File: src/design/e2r_pkg.sv
// Package: widths, CORDIC constants and helpers for the Euler-to-rotation-matrix block.
package e2r_pkg;
    localparam int CORDIC_STEPS    = 16;
    localparam int OUT_FRAC_BITS   = 14;
    localparam int ANGLE_FRAC_BITS = 8;
    localparam int IN_W   = 18;
    localparam int OUT_W  = 16;
    localparam int ZQ     = 24;
    localparam int XQ     = 30;
    localparam int Z_W    = 36;
    localparam int X_W    = 34;
    localparam logic signed [X_W-1:0] CORDIC_GAIN = X_W'(652032874);
    localparam logic signed [X_W-1:0] ONE_Q30 = X_W'(64'sd1 << XQ);
    localparam logic signed [Z_W-1:0] FULL    = Z_W'(64'sd360 << ZQ);
    localparam logic signed [Z_W-1:0] HALF    = Z_W'(64'sd180 << ZQ);
    localparam logic signed [Z_W-1:0] QUARTER = Z_W'(64'sd90 << ZQ);
    localparam int STEP_W = $clog2(CORDIC_STEPS + 1);

    typedef logic signed [X_W-1:0] t_x;
    typedef logic signed [Z_W-1:0] t_z;

    typedef struct packed {
        t_x x;
        t_x y;
        t_z z;
        logic neg;
    } t_rot;

    typedef struct packed {
        t_rot p;
        t_rot w;
        t_rot r;
    } t_trip;

    function automatic t_z atan_step(input int i);
        logic signed [63:0] v;
        unique case (i)
            0: v = 64'sd754974720;
            1: v = 64'sd445687602;
            2: v = 64'sd235489089;
            3: v = 64'sd119537938;
            4: v = 64'sd60000934;
            5: v = 64'sd30029717;
            6: v = 64'sd15018523;
            7: v = 64'sd7509720;
            8: v = 64'sd3754917;
            9: v = 64'sd1877466;
            default: v = (64'sd961263669 + (64'sd1 << (i - 1))) >>> i;
        endcase
        return Z_W'(v);
    endfunction

    function automatic t_x clamp_unit(input t_x v);
        if (v > ONE_Q30) return ONE_Q30;
        if (v < -ONE_Q30) return -ONE_Q30;
        return v;
    endfunction

    function automatic logic signed [OUT_W-1:0] to_out(input logic signed [35:0] v);
        logic signed [35:0] r;
        logic signed [35:0] lim;
        lim = 36'sd1 <<< OUT_FRAC_BITS;
        r = (v + (36'sd1 <<< (XQ - OUT_FRAC_BITS - 1))) >>> (XQ - OUT_FRAC_BITS);
        if (r > lim) r = lim;
        if (r < -lim) r = -lim;
        return r[OUT_W-1:0];
    endfunction

    function automatic t_x mulq(input t_x a, input t_x b);
        logic signed [67:0] p;
        p = 68'(a) * 68'(b) + (68'sd1 <<< (XQ - 1));
        return X_W'(p >>> XQ);
    endfunction
endpackage

File: src/design/e2r_cell.sv
// One CORDIC cell: a fixed rotation step for three angles, with its valid/ready stage.
module e2r_cell (
    input  logic                        i_clk,
    input  logic                        i_rst_n,
    input  logic [e2r_pkg::STEP_W-1:0]  i_step,
    input  logic                        i_valid,
    output logic                        o_ready,
    input  e2r_pkg::t_trip              i_data,
    output logic                        o_valid,
    input  logic                        i_ready,
    output e2r_pkg::t_trip              o_data
);
    import e2r_pkg::*;

    logic  r_valid;
    t_trip r_data;
    t_trip n_data;

    function automatic t_rot rot(input t_rot a, input int s);
        t_rot b;
        t_z at;
        b = a;
        at = atan_step(s);
        if (!a.z[Z_W-1]) begin
            b.x = a.x - (a.y >>> s);
            b.y = a.y + (a.x >>> s);
            b.z = a.z - at;
        end else begin
            b.x = a.x + (a.y >>> s);
            b.y = a.y - (a.x >>> s);
            b.z = a.z + at;
        end
        return b;
    endfunction

    always_comb begin
        n_data.p = rot(i_data.p, int'(i_step));
        n_data.w = rot(i_data.w, int'(i_step));
        n_data.r = rot(i_data.r, int'(i_step));
    end

    assign o_ready = !r_valid || i_ready;

    always_ff @(posedge i_clk) begin
        if (!i_rst_n) begin
            r_valid <= 1'b0;
        end else if (o_ready) begin
            r_valid <= i_valid;
        end
    end

    always_ff @(posedge i_clk) begin
        if (o_ready && i_valid) begin
            r_data <= n_data;
        end
    end

    assign o_valid = r_valid;
    assign o_data  = r_data;
endmodule

File: config.mk
export PLATFORM = sky130hd
export DESIGN_NAME = e2r_cell
export DESIGN_NICKNAME = d
export VERILOG_FILES = /design/src/design/e2r_pkg.sv /design/src/design/e2r_cell.sv
export SDC_FILE = /design/constraint.sdc
export NUM_CORES = 2
export LEC_CHECK = 0
export ABC_AREA = 1
export BUFFER_PORTS_ARGS = -buffer_cell sky130_fd_sc_hd__buf_2
export CORE_MARGIN = 4
export CORE_UTILIZATION = 45
export CTS_BUF_LIST = sky130_fd_sc_hd__clkbuf_4 sky130_fd_sc_hd__clkbuf_8
export CTS_CLUSTER_DIAMETER = 60
export DETAILED_ROUTE_END_ITERATION = 8
export PLACE_DENSITY = 0.65
export SYNTH_ARGS = -nofsm -noshare
export SYNTH_HDL_FRONTEND = slang
export SYNTH_SLANG_ARGS = --single-unit
File: constraint.sdc
create_clock -name i_clk -period 24.9 [get_ports i_clk]
set_input_delay 3.735 -clock i_clk [delete_from_list [all_inputs] [get_ports i_clk]]
set_output_delay 3.735 -clock i_clk [all_outputs]
set_load 0.1 [all_outputs]
==> flow_summary.rst <==
.. list-table::
   :header-rows: 1

   * - Metric
     - Value
   * - Outcome
     - completed
   * - Relative area change from synthesis to final layout
     - 12.1%
   * - Endpoint of the lowest-slack register-to-register path
     - o_data[17]$_DFFE_PP_
   * - Htree depth
     - 2
   * - Net Count, Synth
     - about 7200
   * - Yosys synthesis warning count
     - 0
   * - Post-Syn Area
     - 42500 sq um
   * - Layout Skew
     - 0.0636 ns
   * - Total setup buffers inserted after CTS
     - 0
   * - Initial DRC Count
     - 5571
   * - Die ar.
     - 99500 sq um
   * - Core footprint
     - 93600 sq um
   * - Required arrival time at the worst endpoint
     - 25.40 ns
   * - Synth top area share
     - approximately 22%
   * - CTS Hold Buffers Added
     - 0
   * - Setup slack, reg-to-reg
     - 21.21 ns
   * - Largest stage delay, worst path
     - 0.62 ns
   * - Gpl congestion
     - 1.04
   * - R2r startpoint
     - o_valid$_SDFFE_PN0N_
   * - Number of DRC violations after detailed routing
     - 0
   * - Crit Path Category
     - input pin to flop
   * - Fin crit share
     - 42.8%
   * - Clock transition at the registers of the reported paths
     - 0.06 ns
   * - Total overflow reported by the global router
     - 0
   * - Ratio of cells with drive above 1 in the final layout
     - 12.4%
   * - # IOs
     - 641
   * - Max Fanout on Critical Path
     - 55
   * - Number of max-slew violations in the final report
     - 0
   * - Synthesized area per cell
     - 6.54 sq um
   * - Number of cell rows
     - 112
   * - Initial cell density of the core
     - 45.4%
   * - Total number of nets in the final design
     - 7633
   * - Time the worst path needs with I/O delays and setup
     - about 11 ns
   * - Total via count after detailed routing
     - roughly 48000
   * - Die width
     - 315 um
   * - Cell with the largest stage delay on the worst path
     - sky130_fd_sc_hd__buf_4
   * - CP arrival
     - 11.15 ns
   * - CTS tree
     - done
   * - Leakage component of the power
     - between 0.02 and 0.025 uW
   * - Cell variety after synth
     - 69
   * - Pin count of the biggest net entering global routing
     - 126
   * - Vias in the first global route
     - 44100
   * - Sequential element share of the synthesized area
     - between 20 and 25%
   * - Post-detail-place hpwl
     - 147 mm
   * - Final setup slack of the worst path
     - 14.25 ns
   * - Critical Path End Type
     - flop
   * - Aggregate routed wire length
     - 180 mm
   * - Clock tree root driver cell
     - sky130_fd_sc_hd__clkbuf_8
   * - Count of flip-flops with a built-in enable after synthesis
     - 315
   * - Vias per cell
     - 5.74
   * - Final setup violation count
     - 0
   * - Number of buffers created by CTS
     - 58
   * - Gate Count Post-Synth
     - 6504
   * - Worst-skew pair later-pin latency
     - 0.78 ns
   * - Height of the die
     - 315 um
   * - Post-layout util
     - 51.0%
   * - Highest attainable clock frequency
     - around 94 MHz
   * - Cell types occupying the most area after synthesis
     - sky130_fd_sc_hd__edfxtp_1 22%, sky130_fd_sc_hd__nand2_1 17%, sky130_fd_sc_hd__ha_1 9.5%
   * - Crit path to
     - o_data[29]$_DFFE_PP_
   * - Instance count on the critical path
     - 33
   * - Area taken by flip-flops and latches
     - 9480 sq um
   * - Buffers and inverters on the worst path
     - 7
   * - Worst setup slack after placement
     - 13.66 ns
   * - Cell repeated most along the worst path
     - sky130_fd_sc_hd__nand2_1
   * - Setup TNS
     - 0 ns
   * - Pre-Repair DR Iteration Count
     - 9
   * - Fraction of registers with async set/reset
     - 0%
   * - Cell total after placement
     - 8172
   * - Global-route usage over all layers
     - 34.6%
   * - Number of clock sinks
     - 316
   * - Final std cells w/o fill
     - 8295
   * - Power density cells
     - 78.6 nW/um^2
   * - Worst slew slack as a fraction of its limit
     - 26.5%
   * - Number of cells on the worst reg-to-reg path
     - 4
   * - Buffers from clock root to sink, at most
     - 3
   * - Maximum ir drop on the vdd rail
     - 0.0738 mV
   * - Antenna viol nets, final
     - 0
   * - Nature of the critical path startpoint
     - input pin
   * - Count of final hold-check violations
     - 0
   * - Antenna violations before repair
     - 16
   * - Cells resized by post-CTS repair
     - 0
   * - Area of combinational cells with multiple inputs
     - a little under 30000 sq um
   * - First-pass GRT wire length
     - 267 mm
   * - Count of input and output buffers
     - 640
   * - Register bit count reported by yosys
     - 316
   * - RSZ-0062 raised after global routing
     - no
   * - Yosys top cell by area
     - sky130_fd_sc_hd__edfxtp_1
   * - Number of max-cap violations
     - 0
   * - Worst hold-check path type
     - flop to flop
   * - Top_reg_cell synth
     - sky130_fd_sc_hd__edfxtp_1
   * - Worst path top cell family by delay
     - compound AO/OA/AOI/OAI gates
   * - CP Launch Point
     - i_step[2]
   * - Post-DR wirelength/cell
     - 21.7 um
   * - Count of fill cells added during filler insertion
     - 9855
   * - Worst slew pin tran
     - approximately 1.1 ns
## cells in the final DEF (no fill, tap or decap), drive strengths merged, types with 7 or more instances in the layout
cell,Yosys,layout
fa,9,9
nand3,415,415
and2,7,7
nor4,20,20
a21boi,24,24
o211ai,60,60
a211oi,10,10
nand2,1908,1908
ha,322,322
a21oi,481,481
a31oi,39,39
o2111ai,17,17
nor3,47,47
xnor2,151,151
o221ai,20,20
edfxtp,315,315
or2,23,23
nand4,74,74
a21o,16,16
clkinv,6,30
buf,173,673
diode,0,13
o21ai,788,788
clkbuf,86,78
nor2,446,446
mux2i,84,84
xor2,300,300
o21bai,31,31
inv,548,550
o31ai,8,8
o21a,25,25
nand3b,9,9
## tightest hold or removal path, cell delays in order (launching register included)
cell and delay (ns):
sky130_fd_sc_hd__dfxtp_1 0.34, sky130_fd_sc_hd__nand2_1 0.09, sky130_fd_sc_hd__a21boi_0 0.07
## registers in the layout (all words and copies together), names as in the netlist
name     count
o_data     315
o_valid      1
## worst min path at each step
stage                     depth (start not counted)  slack, ns                 start                   end
after floorplan                                   2       1.70  o_valid$_SDFFE_PN0N_  o_valid$_SDFFE_PN0N_
after global placement                            2       0.53  o_valid$_SDFFE_PN0N_  o_valid$_SDFFE_PN0N_
after detailed placement                          2       0.54  o_valid$_SDFFE_PN0N_  o_valid$_SDFFE_PN0N_
after CTS                                         2       0.55  o_valid$_SDFFE_PN0N_  o_valid$_SDFFE_PN0N_
after global routing                              2       0.57  o_valid$_SDFFE_PN0N_  o_valid$_SDFFE_PN0N_
final                                             2       0.54  o_valid$_SDFFE_PN0N_  o_valid$_SDFFE_PN0N_
## cell type report
cell class,count,share of cell area [%]
clock inverter,32,0.593
clock buffer,78,2.08
antenna,13,0.0682
multi-input combinational,5375,62.4
sequential,316,19.9
timing repair buffer,673,7.28
tap,1254,3.29
inverter,554,4.40
## cell families after synthesis
family	after synthesis	synth area share (%)
adders and majority gates	331	9.90
muxes	84	1.98
xor gates and xnor gates	451	9.30
AOI/OAI and AO/OA	1552	20.1
DFF	316	22.3
and+or+nand+nor	2957	28.7
buffers and inverters	813	7.76
## cells in the mapped netlist, drive strengths merged (7+ instances only)
library cell	n
nand2	1908
o21bai	31
a21o	16
nor2	446
o31ai	8
inv	548
a31oi	39
a21boi	24
ha	322
nor3	47
or2	23
mux2i	84
edfxtp	315
o21ai	788
a21oi	481
clkbuf	86
nand3b	9
o221ai	20
o21a	25
nand4	74
and2	7
nor4	20
xnor2	151
o211ai	60
xor2	300
o2111ai	17
a211oi	10
nand3	415
buf	173
fa	9
## stage by stage
step                      hold WS (ns)  power (uW)  cell area [sq um]
after floorplan                   1.70        2660              42500
after global placement           0.535        3170              46400
after detailed placement         0.538        3170              46400
after CTS                        0.548        3740              47700
after global routing             0.574        3950              47700
final                            0.542        3750              47700
## layer usage
layer | wire length [um] | up-vias | track usage [%]
met1 | 75300 | 22000 | 45.5
met3 | 13800 | 366 | 5.37
li1 | - | 23100 | -
met2 | 83200 | 2127 | 57.3
met4 | 7710 | 12 | 13.3
met5 | 69 | - | 0
## power breakdown
group	internal [uW]	switching (uW)
Sequential	777	33.7
Combinational	532	1850
Clock	303	252
Note: power is estimated with default switching activity, not from simulation.
